<file path="src/sts_pkg.sv">
// ----------------------------------------------------------------------------
// sts_pkg
// Types, token codes and character helpers for the script token scanner.
// ----------------------------------------------------------------------------
package sts_pkg;

    localparam int POS_WIDTH_DEFAULT = 16;
    localparam int FIELD_WIDTH       = 16;
    localparam int MAX_RESULTS       = 3;
    localparam int NUM_KEYWORDS      = 7;

    // token kinds
    localparam logic [4:0] KIND_END   = 5'd0;
    localparam logic [4:0] KIND_EOL   = 5'd1;
    localparam logic [4:0] KIND_PLUS  = 5'd2;
    localparam logic [4:0] KIND_MINUS = 5'd3;
    localparam logic [4:0] KIND_SLASH = 5'd4;
    localparam logic [4:0] KIND_STAR  = 5'd5;
    localparam logic [4:0] KIND_LPAR  = 5'd6;
    localparam logic [4:0] KIND_RPAR  = 5'd7;
    localparam logic [4:0] KIND_ARROW = 5'd8;
    localparam logic [4:0] KIND_DOT   = 5'd9;
    localparam logic [4:0] KIND_LE    = 5'd10;
    localparam logic [4:0] KIND_GE    = 5'd11;
    localparam logic [4:0] KIND_EQ    = 5'd12;
    localparam logic [4:0] KIND_ASSIGN = 5'd13;
    localparam logic [4:0] KIND_LT    = 5'd14;
    localparam logic [4:0] KIND_GT    = 5'd15;
    localparam logic [4:0] KIND_LBRACE = 5'd16;
    localparam logic [4:0] KIND_RBRACE = 5'd17;
    localparam logic [4:0] KIND_COMMA = 5'd18;
    localparam logic [4:0] KIND_COLON = 5'd19;
    localparam logic [4:0] KIND_KW0   = 5'd20;
    localparam logic [4:0] KIND_NUM   = 5'd27;
    localparam logic [4:0] KIND_ID    = 5'd28;
    localparam logic [4:0] KIND_STR   = 5'd29;
    localparam logic [4:0] KIND_UNK   = 5'd30;

    // characters
    localparam logic [7:0] CH_TAB    = 8'h09;
    localparam logic [7:0] CH_LF     = 8'h0A;
    localparam logic [7:0] CH_CR     = 8'h0D;
    localparam logic [7:0] CH_SPACE  = 8'h20;
    localparam logic [7:0] CH_QUOTE  = 8'h22;
    localparam logic [7:0] CH_MINUS  = 8'h2D;
    localparam logic [7:0] CH_SLASH  = 8'h2F;
    localparam logic [7:0] CH_LT     = 8'h3C;
    localparam logic [7:0] CH_EQ     = 8'h3D;
    localparam logic [7:0] CH_GT     = 8'h3E;
    localparam logic [7:0] CH_UNDER  = 8'h5F;

    // keywords, right-aligned ASCII, in kind order
    localparam logic [63:0] KW_TEXT [NUM_KEYWORDS] = '{
        64'h0000_0077_6869_6C65,   // while
        64'h0000_0000_0066_6F72,   // for
        64'h6675_6E63_7469_6F6E,   // function
        64'h0000_0063_6C61_7373,   // class
        64'h0000_0000_0000_6966,   // if
        64'h0000_0000_656C_7365,   // else
        64'h0000_7265_7475_726E    // return
    };
    localparam logic [3:0] KW_LEN [NUM_KEYWORDS] = '{
        4'd5, 4'd3, 4'd8, 4'd5, 4'd2, 4'd4, 4'd6
    };

    typedef enum logic [2:0] {
        MODE_IDLE,
        MODE_NUM,
        MODE_IDENT,
        MODE_STR,
        MODE_COMMENT,
        MODE_PEND
    } scan_mode_t;

    typedef struct packed {
        logic [7:0] text_byte;
        logic       text_end;
    } text_item_t;

    typedef struct packed {
        logic [4:0]             token_kind;
        logic [FIELD_WIDTH-1:0] token_offset;
        logic [FIELD_WIDTH-1:0] token_length;
        logic [FIELD_WIDTH-1:0] token_line;
        logic [FIELD_WIDTH-1:0] token_column;
        logic                   run_end;
    } token_t;

    function automatic logic is_digit(input logic [7:0] c);
        return (c >= 8'h30) && (c <= 8'h39);
    endfunction

    function automatic logic is_alpha(input logic [7:0] c);
        return ((c >= 8'h61) && (c <= 8'h7A)) || ((c >= 8'h41) && (c <= 8'h5A));
    endfunction

    function automatic logic is_word(input logic [7:0] c);
        return is_alpha(c) || is_digit(c) || (c == CH_UNDER);
    endfunction

    // single-character operator kind, KIND_END when the byte is not one
    function automatic logic [4:0] single_kind(input logic [7:0] c);
        logic [4:0] k;
        case (c)
            8'h2B:   k = KIND_PLUS;
            8'h2D:   k = KIND_MINUS;
            8'h2F:   k = KIND_SLASH;
            8'h2A:   k = KIND_STAR;
            8'h28:   k = KIND_LPAR;
            8'h29:   k = KIND_RPAR;
            8'h2E:   k = KIND_DOT;
            8'h3D:   k = KIND_ASSIGN;
            8'h3C:   k = KIND_LT;
            8'h3E:   k = KIND_GT;
            8'h7B:   k = KIND_LBRACE;
            8'h7D:   k = KIND_RBRACE;
            8'h2C:   k = KIND_COMMA;
            8'h3A:   k = KIND_COLON;
            default: k = KIND_END;
        endcase
        return k;
    endfunction

endpackage

</file>
<file path="src/script_token_scanner.sv">
// ----------------------------------------------------------------------------
// script_token_scanner
// Streaming lexer: one source byte in, up to three tokens out per byte.
// ----------------------------------------------------------------------------
//  channel  ports                      payload          item
//  input    s_valid s_ready s_data     text_item_t      one source byte
//  output   m_valid m_ready m_data     token_t          one token
//
//  A byte is taken every cycle while the output holds at most one token that
//  leaves in the same cycle. Its tokens are registered into a three-slot
//  result buffer and appear in the cycle after the byte is taken, one per
//  cycle while m_ready is high.
//  Reset clears the scan state and empties the result buffer.
//  A stalled output holds the buffer and, while any token waits, the input.
// ----------------------------------------------------------------------------
module script_token_scanner #(
    parameter int POS_WIDTH = sts_pkg::POS_WIDTH_DEFAULT
) (
    input  logic                aclk,
    input  logic                aresetn,
    input  logic                s_valid,
    output logic                s_ready,
    input  sts_pkg::text_item_t s_data,
    output logic                m_valid,
    input  logic                m_ready,
    output sts_pkg::token_t     m_data
);

    typedef logic [POS_WIDTH-1:0] pos_t;

    localparam pos_t POS_ONE = POS_WIDTH'(1);
    localparam pos_t POS_TWO = POS_WIDTH'(2);
    localparam pos_t WORD_MAX = POS_WIDTH'(8);

    // scan state
    sts_pkg::scan_mode_t mode_reg, mode_next;
    logic [7:0]  held_reg, held_next;
    pos_t        ts_reg, ts_next;
    pos_t        tl_reg, tl_next;
    pos_t        tln_reg, tln_next;
    pos_t        tc_reg, tc_next;
    pos_t        off_reg, off_next;
    pos_t        line_reg, line_next;
    pos_t        col_reg, col_next;
    logic [63:0] wb_reg, wb_next;
    logic        wf_reg, wf_next;

    // result buffer
    sts_pkg::token_t slot_reg [sts_pkg::MAX_RESULTS];
    logic [1:0]      count_reg;
    sts_pkg::token_t res [sts_pkg::MAX_RESULTS];
    logic [1:0]      res_n;

    logic s_fire, m_fire;

    function automatic pos_t inc_sat(input pos_t x);
        return (x != '1) ? x + POS_ONE : x;
    endfunction

    function automatic sts_pkg::token_t make_tok(input logic [4:0] kind, input pos_t off,
                                                 input pos_t len, input pos_t ln,
                                                 input pos_t col);
        sts_pkg::token_t t;
        t.token_kind   = kind;
        t.token_offset = sts_pkg::FIELD_WIDTH'(off);
        t.token_length = sts_pkg::FIELD_WIDTH'(len);
        t.token_line   = sts_pkg::FIELD_WIDTH'(ln);
        t.token_column = sts_pkg::FIELD_WIDTH'(col);
        t.run_end      = 1'b0;
        return t;
    endfunction

    function automatic logic [4:0] word_kind(input logic fits, input logic [63:0] wb,
                                             input pos_t len);
        logic [4:0] k;
        k = sts_pkg::KIND_ID;
        if (fits) begin
            for (int i = 0; i < sts_pkg::NUM_KEYWORDS; i++) begin
                if ((len == POS_WIDTH'(sts_pkg::KW_LEN[i])) && (wb == sts_pkg::KW_TEXT[i]))
                    k = sts_pkg::KIND_KW0 + 5'(i);
            end
        end
        return k;
    endfunction

    // open token kind; has is low when nothing is pending
    function automatic logic [5:0] open_token(input sts_pkg::scan_mode_t m,
                                              input logic [7:0] held, input logic fits,
                                              input logic [63:0] wb, input pos_t len);
        logic       has;
        logic [4:0] k;
        has = 1'b1;
        k   = sts_pkg::KIND_END;
        unique case (m)
            sts_pkg::MODE_NUM:   k = sts_pkg::KIND_NUM;
            sts_pkg::MODE_IDENT: k = word_kind(fits, wb, len);
            sts_pkg::MODE_STR:   k = sts_pkg::KIND_STR;
            sts_pkg::MODE_PEND:  k = sts_pkg::single_kind(held);
            default:             has = 1'b0;
        endcase
        return {has, k};
    endfunction

    assign s_fire  = s_valid && s_ready;
    assign m_fire  = m_valid && m_ready;
    assign m_valid = (count_reg != 2'd0);
    assign m_data  = slot_reg[0];
    assign s_ready = (count_reg == 2'd0) || ((count_reg == 2'd1) && m_ready);

    // next scan state and the tokens of the byte on s_data
    always_comb begin
        logic [7:0] c;
        logic       pass;
        logic       do_close;
        logic [5:0] ot;
        logic [4:0] k;

        c        = s_data.text_byte;
        pass     = 1'b0;
        do_close = 1'b0;
        ot       = '0;
        k        = sts_pkg::KIND_END;

        mode_next = mode_reg;
        held_next = held_reg;
        ts_next   = ts_reg;
        tl_next   = tl_reg;
        tln_next  = tln_reg;
        tc_next   = tc_reg;
        off_next  = off_reg;
        line_next = line_reg;
        col_next  = col_reg;
        wb_next   = wb_reg;
        wf_next   = wf_reg;

        for (int i = 0; i < sts_pkg::MAX_RESULTS; i++) res[i] = '0;
        res_n = 2'd0;

        unique case (mode_reg)
            sts_pkg::MODE_NUM: begin
                if (sts_pkg::is_digit(c)) tl_next = inc_sat(tl_reg);
                else begin
                    do_close = 1'b1;
                    pass     = 1'b1;
                end
            end
            sts_pkg::MODE_IDENT: begin
                if (sts_pkg::is_word(c)) begin
                    tl_next = inc_sat(tl_reg);
                    wb_next = {wb_reg[55:0], c};
                    if (tl_next > WORD_MAX) wf_next = 1'b0;
                end else begin
                    do_close = 1'b1;
                    pass     = 1'b1;
                end
            end
            sts_pkg::MODE_STR: begin
                if (c == sts_pkg::CH_QUOTE) do_close = 1'b1;
                else if ((c == sts_pkg::CH_LF) || (c == sts_pkg::CH_CR)) begin
                    do_close = 1'b1;
                    pass     = 1'b1;
                end else tl_next = inc_sat(tl_reg);
            end
            sts_pkg::MODE_COMMENT: begin
                if (c == sts_pkg::CH_LF) begin
                    mode_next = sts_pkg::MODE_IDLE;
                    pass      = 1'b1;
                end
            end
            sts_pkg::MODE_PEND: begin
                if ((held_reg == sts_pkg::CH_SLASH) && (c == sts_pkg::CH_SLASH)) begin
                    mode_next = sts_pkg::MODE_COMMENT;
                end else if ((held_reg == sts_pkg::CH_MINUS) && (c == sts_pkg::CH_GT)) begin
                    res[res_n] = make_tok(sts_pkg::KIND_ARROW, ts_reg, POS_TWO, tln_reg, tc_reg);
                    res_n      = res_n + 2'd1;
                    mode_next  = sts_pkg::MODE_IDLE;
                end else if ((c == sts_pkg::CH_EQ) && ((held_reg == sts_pkg::CH_LT) ||
                             (held_reg == sts_pkg::CH_GT) || (held_reg == sts_pkg::CH_EQ))) begin
                    if (held_reg == sts_pkg::CH_LT)      k = sts_pkg::KIND_LE;
                    else if (held_reg == sts_pkg::CH_GT) k = sts_pkg::KIND_GE;
                    else                                 k = sts_pkg::KIND_EQ;
                    res[res_n] = make_tok(k, ts_reg, POS_TWO, tln_reg, tc_reg);
                    res_n      = res_n + 2'd1;
                    mode_next  = sts_pkg::MODE_IDLE;
                end else begin
                    do_close = 1'b1;
                    pass     = 1'b1;
                end
            end
            default: begin
                mode_next = sts_pkg::MODE_IDLE;
                pass      = 1'b1;
            end
        endcase

        if (do_close) begin
            ot = open_token(mode_reg, held_reg, wf_reg, wb_reg, tl_reg);
            if (ot[5]) begin
                res[res_n] = make_tok(ot[4:0], ts_reg, tl_reg, tln_reg, tc_reg);
                res_n      = res_n + 2'd1;
            end
            mode_next = sts_pkg::MODE_IDLE;
        end

        // byte handled as from the idle state: skip it, emit a token or start one
        if (pass) begin
            if ((c == sts_pkg::CH_SPACE) || (c == sts_pkg::CH_TAB) || (c == sts_pkg::CH_CR)) begin
                // skip blanks
            end else if (c == sts_pkg::CH_LF) begin
                res[res_n] = make_tok(sts_pkg::KIND_EOL, off_reg, POS_ONE, line_reg, col_reg);
                res_n      = res_n + 2'd1;
            end else if (sts_pkg::is_digit(c) || sts_pkg::is_alpha(c) ||
                         (c == sts_pkg::CH_UNDER) || (c == sts_pkg::CH_QUOTE) ||
                         (c == sts_pkg::CH_SLASH) || (c == sts_pkg::CH_MINUS) ||
                         (c == sts_pkg::CH_LT) || (c == sts_pkg::CH_GT) ||
                         (c == sts_pkg::CH_EQ)) begin
                ts_next  = off_reg;
                tln_next = line_reg;
                tc_next  = col_reg;
                tl_next  = POS_ONE;
                if (sts_pkg::is_digit(c)) mode_next = sts_pkg::MODE_NUM;
                else if (sts_pkg::is_alpha(c) || (c == sts_pkg::CH_UNDER)) begin
                    mode_next = sts_pkg::MODE_IDENT;
                    wb_next   = {56'd0, c};
                    wf_next   = 1'b1;
                end else if (c == sts_pkg::CH_QUOTE) begin
                    mode_next = sts_pkg::MODE_STR;
                    tl_next   = '0;
                end else begin
                    mode_next = sts_pkg::MODE_PEND;
                    held_next = c;
                end
            end else begin
                k = sts_pkg::single_kind(c);
                if (k == sts_pkg::KIND_END) k = sts_pkg::KIND_UNK;
                res[res_n] = make_tok(k, off_reg, POS_ONE, line_reg, col_reg);
                res_n      = res_n + 2'd1;
            end
        end

        off_next = inc_sat(off_reg);
        if (c == sts_pkg::CH_LF) begin
            line_next = inc_sat(line_reg);
            col_next  = POS_ONE;
        end else col_next = inc_sat(col_reg);

        // final byte: flush the open token, add the end token, start over
        if (s_data.text_end) begin
            ot = open_token(mode_next, held_next, wf_next, wb_next, tl_next);
            if (ot[5]) begin
                res[res_n] = make_tok(ot[4:0], ts_next, tl_next, tln_next, tc_next);
                res_n      = res_n + 2'd1;
            end
            res[res_n] = make_tok(sts_pkg::KIND_END, off_next, '0, line_next, col_next);
            res_n      = res_n + 2'd1;

            mode_next = sts_pkg::MODE_IDLE;
            held_next = '0;
            ts_next   = '0;
            tl_next   = '0;
            tln_next  = POS_ONE;
            tc_next   = POS_ONE;
            off_next  = '0;
            line_next = POS_ONE;
            col_next  = POS_ONE;
            wb_next   = '0;
            wf_next   = 1'b1;
        end

        if (res_n != 2'd0) res[res_n - 2'd1].run_end = 1'b1;
    end

    always_ff @(posedge aclk) begin
        if (!aresetn) begin
            mode_reg <= sts_pkg::MODE_IDLE;
            held_reg <= '0;
            ts_reg   <= '0;
            tl_reg   <= '0;
            tln_reg  <= POS_ONE;
            tc_reg   <= POS_ONE;
            off_reg  <= '0;
            line_reg <= POS_ONE;
            col_reg  <= POS_ONE;
            wb_reg   <= '0;
            wf_reg   <= 1'b1;
        end else if (s_fire) begin
            mode_reg <= mode_next;
            held_reg <= held_next;
            ts_reg   <= ts_next;
            tl_reg   <= tl_next;
            tln_reg  <= tln_next;
            tc_reg   <= tc_next;
            off_reg  <= off_next;
            line_reg <= line_next;
            col_reg  <= col_next;
            wb_reg   <= wb_next;
            wf_reg   <= wf_next;
        end
    end

    always_ff @(posedge aclk) begin
        if (!aresetn) begin
            count_reg <= 2'd0;
        end else if (s_fire) begin
            count_reg <= res_n;
        end else if (m_fire) begin
            count_reg <= count_reg - 2'd1;
        end
    end

    // load a new set of tokens, or advance the buffer by one
    always_ff @(posedge aclk) begin
        if (s_fire) begin
            for (int i = 0; i < sts_pkg::MAX_RESULTS; i++) slot_reg[i] <= res[i];
        end else if (m_fire) begin
            for (int i = 0; i < sts_pkg::MAX_RESULTS - 1; i++) slot_reg[i] <= slot_reg[i + 1];
        end
    end

endmodule
</file>
<file path="config.mk">
export PLATFORM = sky130hd
export DESIGN_NAME = script_token_scanner
export DESIGN_NICKNAME = d
export VERILOG_FILES = /design/src/sts_pkg.sv /design/src/script_token_scanner.sv
export SDC_FILE = /design/constraint.sdc
export NUM_CORES = 1
export LEC_CHECK = 0
export ABC_AREA = 1
export BUFFER_PORTS_ARGS = -buffer_cell sky130_fd_sc_hd__buf_2
export CORE_MARGIN = 2
export CORE_UTILIZATION = 45
export CTS_CLUSTER_SIZE = 20
export DETAILED_ROUTE_END_ITERATION = 16
export SLEW_MARGIN = 15
export SYNTH_ARGS = -nofsm -noshare
export SYNTH_HDL_FRONTEND = slang
export SYNTH_SLANG_ARGS = --single-unit
export TNS_END_PERCENT = 20
</file>
<file path="constraint.sdc">
create_clock -name aclk -period 5.25 [get_ports aclk]
set_input_delay 0 -clock aclk [delete_from_list [all_inputs] [get_ports aclk]]
set_output_delay 0 -clock aclk [all_outputs]
set_load 0.1 [all_outputs]
</file>
# Word-level counts from Yosys, hierarchy flattened
# Memories as Yosys holds them, arrays and structs flattened.
# Index checks and enable logic that the tools add are counted.
word_totals:
  output_inout_bits: 72
  ramBits: 210
  reg_bits: 190
  n_memories: 1
  wordCells: 366
  input_bits: 13
op_classes:
  eq_ne: 88
  n_bitwise: 7
  addsub: 10
  n_mux: 179
  reduce_logical: 52
  order_cmp: 17
mem_list:
  columns: ["name", "depth", "word_bits", "read_ports", "rd_ports_with_merged_regs", "write_ports", "line_no", "text"]
  rows:
  - ["slot_reg", 3, 70, 3, 0, 3, "script_token_scanner.sv:49", "sts_pkg::token_t slot_reg [sts_pkg::MAX_RESULTS];"]
ops:
  columns: ["cell", "n"]
  rows:
  - ["$mux 210", 10]
  - ["$bwmux 210", 6]
  - ["$demux 70 s2", 5]
  - ["$mux 64", 9]
  - ["$mux 16", 33]
  - ["$mux 70", 6]
  - ["$eq 8x6->1 const B", 38]
  - ["$mux 69", 4]
  - ["$eq 64x39->1 const B", 4]
  - ["$pmux 5 s14", 3]
  - ["$eq 64x15->1 const B", 2]
  - ["$eq 64x23->1 const B", 2]
  - ["$eq 64x31->1 const B", 2]
  - ["$eq 64x47->1 const B", 2]
  - ["$eq 64x63->1 const B", 2]
  - ["$mux 5", 25]
  - ["$eq 16x3->1 const B", 6]
  - ["$add 16x1->16 const B", 4]
  - ["$eq 16x2->1 const B", 4]
  - ["$mux 8", 8]
  - ["$ne 16x16->1 const B", 4]
  - ["$eq 8x7->1 const B", 7]
  - ["$pmux 16 s3", 1]
  - ["$mux 3", 15]
  - ["31 further kinds", 151]

# Depth between registers and ports, before layout
# Gate-level depths: netlist of run 1.
depth:
  depth_word: 35
  depth_mapped: 30
  depth_no_buf: 27

# Least setup slack after synthesis of run 1
# OpenSTA, ideal clock, no wires.
synth_path:
  path_kind: "register -> register"
  startpoint: "reg count_reg[0]"
  endpoint: "reg tc_reg[0]"
  setup_slack_ns: 0.275
  t_arrival_ns: 4.856
  setup_ns: 0.119
  n_path_buf: 2
  stages_incl_launch_ff: 11
  period_less_slack_ns: 4.975
  required_ns: 5.131
  cell_sequence: "dfxtp_1 > inv_1 > ha_1 > inv_1 > nand2_1 > nand2_1 > clkbuf_1 > clkinv_1 > clkbuf_1 > o21ai_0 > o211ai_1"
synth_via:
  elab_chain_cells: 4
  elab_cells_between_ends: 5
  classes_between: "eq/ne: 1; reduce/logical: 4"
synth_rtl:
  columns: ["item", "line_no", "text"]
  rows:
  - ["start: declaration", "script_token_scanner.sv:50", "logic [1:0] count_reg;"]
  - ["start signal: assignment", "script_token_scanner.sv:305", "count_reg <= res_n;"]
  - ["start signal: assignment", "script_token_scanner.sv:307", "count_reg <= count_reg - 2'd1;"]
  - ["$eq 2x1->1", "script_token_scanner.sv:108", "assign s_ready = (count_reg == 2'd0) || ((count_reg == 2'd1) && m_ready);"]
  - ["$logic_and 1x1->1", "script_token_scanner.sv:108", null]
  - ["$logic_or 1x1->1 (*)", "script_token_scanner.sv:108", null]
  - ["named net s_ready", "script_token_scanner.sv:22", "output logic s_ready,"]
  - ["$logic_and 1x1->1 (*)", "script_token_scanner.sv:104", "assign s_fire = s_valid && s_ready;"]
  - ["named net s_fire", "script_token_scanner.sv:54", "logic s_fire, m_fire;"]
  - ["end signal: assignment", "script_token_scanner.sv:292", "tc_reg <= tc_next;"]
  - ["end: declaration", "script_token_scanner.sv:41", "pos_t tc_reg, tc_next;"]
# Mark *: on every way through the listed nets, which the timed path passes. The rest lies on a longest branch.
# A chain may end at the register's enable or synchronous reset.

==> results.tsv, run 1 <==
metric	value	unit
status	completed	
place_hpwl	67.7	mm
clk_latency	0.63	ns
clk_pin_slew	0.06	ns
ys_seq_area_frac	0.361	
die_h	254	µm
critPathRequiredTime	5.71	ns
rows	91	
instances_no_fill	4891	
critPathTopFamily	buffers and inverters	
placed_area	28500	µm²
ys_types	63	
setup_viol	0	
syn-num-nets	4161	
area_delta_synth_final	7.63	%
drt_wl_total	102	mm
grt_first_pass_wirelength	157	mm
synth_top_family_by_area	simple AND/OR/NAND/NOR gates	
cts_sinks	400	
drt_pass1_iterations	6	
hp-start	s_data[2]	
cts_root_buf	clkbuf_16	
tightest_slew	1.04	ns
gp_congestion	0.991	
clk_path_buf_depth	3	
yosysWarnings	0	
tns	0	ns
h-tree-depth	2	
min_period_over_period	0.926	
r2r_slack	0.39	ns
synth-simple-area-share	0.291	
min_path_cells	7	
cts_buffers	50	
cpPeakStageDelay	0.46	ns
dp.cells	4790	
finalClockSkew	0.0216	ns
yosys.area.top_type	edfxtp_1	
fin_area	30200	µm²
rr_endpoint	slot_reg[0][134]	
reg2reg_from	held_reg[5]	
post-route-min-period	4.86	ns
synth_edf_count	210	
synth_xor_area_frac	0.0116	
peakVddDrop	0.533	mV
grt_use_total	0.313	
leakage	0.0115	µW
drtAntennaViolNets	0	
multi_input_area	14700	µm²
crit_slowest_cell	buf_4	
cp-end-kind	flop	
slew_viol_final	0	
hold_class	in -> reg	
startpoint_type	flop	
synth-compound-area-share	0.211	
synth_top_area_frac	0.225	
worstPathMaxFanout	25	
dieArea	64300	µm²
synth_area_leaders	edfxtp_1, dfxtp_1, nand2_1	
drc	0	
clock.fmax	206	MHz
fin_util	0.490	
worst-path-buf-inv	7	
syn_area	28000	µm²
synth_fa_ha_area_frac	0.00848	
final_cell_mix	nand2_1, inv_1, nor2_1	
slew_headroom	0.303	
first_global_vias	26600	
synth_ff_type	edfxtp_1	
initial_core_util	0.455	
layout-drive-gt1-share	0.0826	
diodes	0	
nNetsFinal	4045	
crit_type	reg -> reg	
critPathArrivalTime	5.32	ns
synthCells	4129	
drv_cap	0	
avgViaCountPerCell	5.87	
syn_area_per_cell	6.79	µm²
cts_tree	done	
gr-total-overflow	0	
regArea	10100	µm²
hold_violations	0	
pin_count	85	
crit_chain	inv_2 > nor2_1 > nand2_1 > nor2_1 > nand2_1 > nand2_2 > inv_1 > nor2_1 > ha_1 > o21ai_2 > inv_1 > ha_1 > o21ai_0 > buf_4 > inv_1 > ha_1 > nand2_1 > o21ai_0 > ha_1 > nand2_2 > inv_1 > buf_4 > a21oi_1 > a21oi_1	
synth.ff_latch_count	400	
grt_setup_unrepaired	false	
fillCellCount	6287	
synthArstFlopShare	0	
antenna_found_initial	0	
post_drt_wl_per_cell	21.0	µm
fp.dieW	254	µm
final_common_cell	nand2_1	
coreArea	61600	µm²
io_buffer_count	84	
grt_max_degree	167	
drt_iter0_markers	2938	
hold_end	wb_reg[1]	
largest_reg_flops	210	
pwr_density_cell	453	nW/µm²
via_count	28700	
ff2ff_path_depth	24	
synthMuxAreaShare	0	
==> where the power goes <==
| part | internal [µW] | switching, µW |
|---|---|---|
| Clock | 2020 | 1480 |
| Combinational | 879 | 4590 |
| Sequential | 4390 | 306 |
==> synthesized netlist by cell type, drive strengths merged (4+ instances only) <==
library cell and n:
o21ai 405, nand3b 10, ha 19, nand2 1034
a221oi 17, nor2 415, o22a 4, a22o 11
dfxtp 190, edfxtp 210, nor3 60, xor2 36
o21a 41, buf 145, nor4 39, o211ai 64
a31oi 56, nand3 258, o221ai 4, nand4 73
o22ai 47, inv 424, o32ai 16, a32o 6
o31ai 22, clkinv 8, a21oi 309, clkbuf 174
a41oi 4
==> layer usage <==
metal / GRT usage / wire, µm / vias up
li1: - / - / 13700
met1: 0.425 / 43600 / 13500
met2: 0.513 / 47400 / 1299
met3: 0.0386 / 7990 / 217
met4: 0.110 / 3480 / 0
met5: 0 / 0 / -
==> cell type report <==
class / instances / area share
well taps: 837 / 0.0347
multi-input cells: 2978 / 0.487
flip-flops and latches: 400 / 0.335
clock buffers: 74 / 0.0469
repair buffers: 151 / 0.0352
clock inverters: 19 / 0.00676
inverters: 432 / 0.0544
==> worst register-to-register path, delay by kind of cell (launching register included) <==
| kind | cells | cell delay [ns] |
|---|---|---|
| AND/OR/NAND/NOR | 8 | 0.94 |
| buffers and inverters | 7 | 1.27 |
| flip-flops | 1 | 0.39 |
| adder cells (fa/ha/maj) | 4 | 1.09 |
| AO/OA/AOI/OAI | 5 | 1.01 |
==> through the flow <==
stage               hold slack, ns  total power [µW]  setup slack, ns
finish                      0.0983             13700            0.389
global route                 0.112             14200           0.0201
CTS                         0.0548             13700            0.342
detailed placement           0.349             10200            0.357
global placement             0.346             10100            0.430
floorplan                   0.0691              9130            0.275
==> worst max path at each step <==
stage                       startpoint  depth (start not counted)          endpoint  slack, ns
after global placement     held_reg[5]                         26   slot_reg[1][61]       0.43
after global routing       held_reg[5]                         26    slot_reg[1][4]       0.02
final                      held_reg[5]                         24  slot_reg[0][134]       0.39
after floorplan           count_reg[0]                         10         tc_reg[0]       0.28
after detailed placement   held_reg[5]                         26   slot_reg[1][54]       0.36
after CTS                  held_reg[5]                         26   slot_reg[1][54]       0.34
==> cells by family after synthesis <==
group                    after synthesis
AO/OA/AOI/OAI                       1021
XOR/XNOR                              37
adder cells (fa/ha/maj)               19
buffers and inverters                751
flip-flops                           400
AND/OR/NAND/NOR                     1901
==> timing repair <==
item | 4_1_cts | 5_1_grt
setup buffers | 0 | 3
endpoints found under the hold margin | 10 | 0
hold buffers | 5 | 0
resized for setup | 0 | 4
endpoints found under the setup margin | 0 | 50
No activity file was read; power rests on OpenSTA's default activity.
==> run 2, diff against run 1 <==
--- a/config.mk
+++ b/config.mk
@@ -5,7 +5,7 @@
 export SDC_FILE = /design/constraint.sdc
 export NUM_CORES = 1
 export LEC_CHECK = 0
-export ABC_AREA = 1
+export ABC_AREA = 0
 export BUFFER_PORTS_ARGS = -buffer_cell sky130_fd_sc_hd__buf_2
 export CORE_MARGIN = 2
 export CORE_UTILIZATION = 45
==> run 2 against run 1 <==
Non-clock buffer count grew 44. Fmax shrank 1.6%. Critical path depth shrank 6. Core utilization grew 0.72 points. Cell count shrank 26%.
==> results.tsv, run 2 <==
metric	value	unit
min_period_over_period	0.941	
gp_congestion	0.956	
slew_viol_final	0	
startpoint_type	flop	
setup_viol	0	
drt_wl_total	88.7	mm
cts_buffers	47	
grt_max_degree	80	
fp.dieW	239	µm
drtAntennaViolNets	0	
h-tree-depth	2	
post_drt_wl_per_cell	24.5	µm
diodes	0	
clk_path_buf_depth	3	
ys_types	101	
fin_area	27300	µm²
area_delta_synth_final	9.57	%
die_h	239	µm
drt_iter0_markers	3102	
synth_ff_type	edfxtp_1	
io_buffer_count	84	
final_common_cell	nor2_1	
coreArea	55000	µm²
gr-total-overflow	0	
nNetsFinal	2866	
cts_setup_buffers	0	
syn-num-nets	2988	
drt_pass1_iterations	6	
grt_first_pass_wirelength	136	mm
clk_latency	0.60	ns
synth_top_area_frac	0.253	
final_cell_mix	nor2_1, nand2_1, edfxtp_1	
finalClockSkew	0.0139	ns
antenna_found_initial	2	
cts_sinks	400	
rows	86	
yosys.area.top_type	edfxtp_1	
drv_cap	0	
clk_pin_slew	0.07	ns
worstPathMaxFanout	28	
via_count	23900	
synth.most_common_cell	nor2_1	
peakVddDrop	0.400	mV
tns	0	ns
crit_type	reg -> reg	
critPathArrivalTime	5.41	ns
synth_edf_count	210	
layout-drive-gt1-share	0.115	
hold_class	in -> reg	
first_global_vias	22200	
cts_tree	done	
critPathRequiredTime	5.72	ns
clock.fmax	203	MHz
synthCells	2956	
status	completed	
largest_reg_flops	210	
initial_core_util	0.454	
instances_no_fill	3621	
synth.ff_latch_count	400	
yosysWarnings	0	
synth_common_cells	nor2_1, nand2_1, clkbuf_1	
grt_use_total	0.305	
synth_area_leaders	edfxtp_1, dfxtp_1, nor2_1	
dieArea	57300	µm²
avgViaCountPerCell	6.59	
pwr_density_cell	479	nW/µm²
fillCellCount	5220	
cts_root_buf	clkbuf_16	
syn_area_per_cell	8.44	µm²
slew_headroom	0.176	
drc	0	
cp-end-kind	flop	
leakage	0.00951	µW
tightest_slew	1.24	ns
post-route-min-period	4.94	ns
grt_setup_unrepaired	false	
hold_violations	0	
dp.cells	3524	
pin_count	85	
place_hpwl	57.8	mm
synthArstFlopShare	0	
total_power	13100	µW
placed_area	25600	µm²
ys_seq_area_frac	0.405	
fin_util	0.497	
syn_area	24900	µm²
-- run 2: cell types whose count changed in the layout (fill, tap and decap cells not counted), moves of 136 or more --
cell	before	now
a21oi_1	306	160
a22oi_1	2	164
inv_1	392	31
nand2_1	1004	283
nand3_1	254	118
o21ai_0	325	185
-- run 2: critical path: stages (launching register included) --
cell and delay (ns):
dfxtp_1 0.30, nand2b_1 0.18, or3_4 0.35, a2111oi_4 0.39, nand2_1 0.13, inv_1 0.10
ha_1 0.23, a21oi_1 0.18, inv_1 0.06, ha_1 0.29, mux2i_2 0.08, inv_1 0.10
ha_1 0.19, nand3_1 0.26, o21ai_4 0.97, buf_4 0.44, a221oi_1 0.13, a211oi_1 0.30
a21o_1 0.11
-- run 2: path summary, 6_finish.rpt --
check | start | endpoint | slack, ns | depth (start not counted)
setup reg to reg | held_reg[1] | slot_reg[0][91] | 0.31 | 18
setup / recovery | held_reg[1] | slot_reg[0][91] | 0.31 | 18
hold / removal | aresetn | wf_reg | 0.05 | 2
hold reg to reg | held_reg[5] | held_reg[5] | 0.49 | 1
-- run 2: cell type report --
class / instances / area (µm²) / area share
Clock buffer: 69 / 1490 / 0.0544
Clock inverter: 19 / 166 / 0.00609
Inverter: 34 / 138 / 0.00504
Multi-Input combinational cell: 2156 / 13100 / 0.480
Sequential cell: 400 / 10100 / 0.370
Tap cell: 748 / 936 / 0.0342
Timing Repair Buffer: 195 / 1370 / 0.0500
-- run 2: cell families after synthesis --
| logic type | after synthesis | share of synthesized area |
|---|---|---|
| AO/OA/AOI/OAI | 945 | 0.262 |
| XOR/XNOR | 44 | 0.0154 |
| adder cells (fa/ha/maj) | 19 | 0.00953 |
| buffers and inverters | 400 | 0.0735 |
| flip-flops | 400 | 0.405 |
| multiplexers | 46 | 0.0187 |
| AND/OR/NAND/NOR | 1102 | 0.215 |
-- run 2: repair_timing --
action / CTS / global route
setup endpoints to repair: 0 / 56
hold buffers: 9 / 0
resized for setup: 0 / 2
hold endpoints to repair: 14 / 0
-- run 2: report_power, final --
group          total (µW)  switching [µW]  internal [µW]
clock network        3470            1400           2070
logic                5060            4160            905
registers            4550             241           4310
total               13100            5800           7290
-- run 2: per-layer routing --
metal  global-route usage  vias up  share of wire
met4                0.102        2          0.033
met2                0.451     1383           0.42
met3               0.0468      193          0.094
li1                     -    10800              -
met1                0.452    11500           0.45
met5                    0        -        0.00014
-- run 2: per-stage QoR --
| step | hold WS [ns] | setup WS, ns |
|---|---|---|
| 2_1_floorplan | 0.273 | 0.217 |
| 3_3_place_gp | 0.297 | 0.301 |
| 6_report | 0.0468 | 0.312 |
| 5_1_grt | 0.0764 | 0.00512 |
| 4_1_cts | 0.0197 | 0.332 |
| 3_5_place_dp | 0.317 | 0.335 |
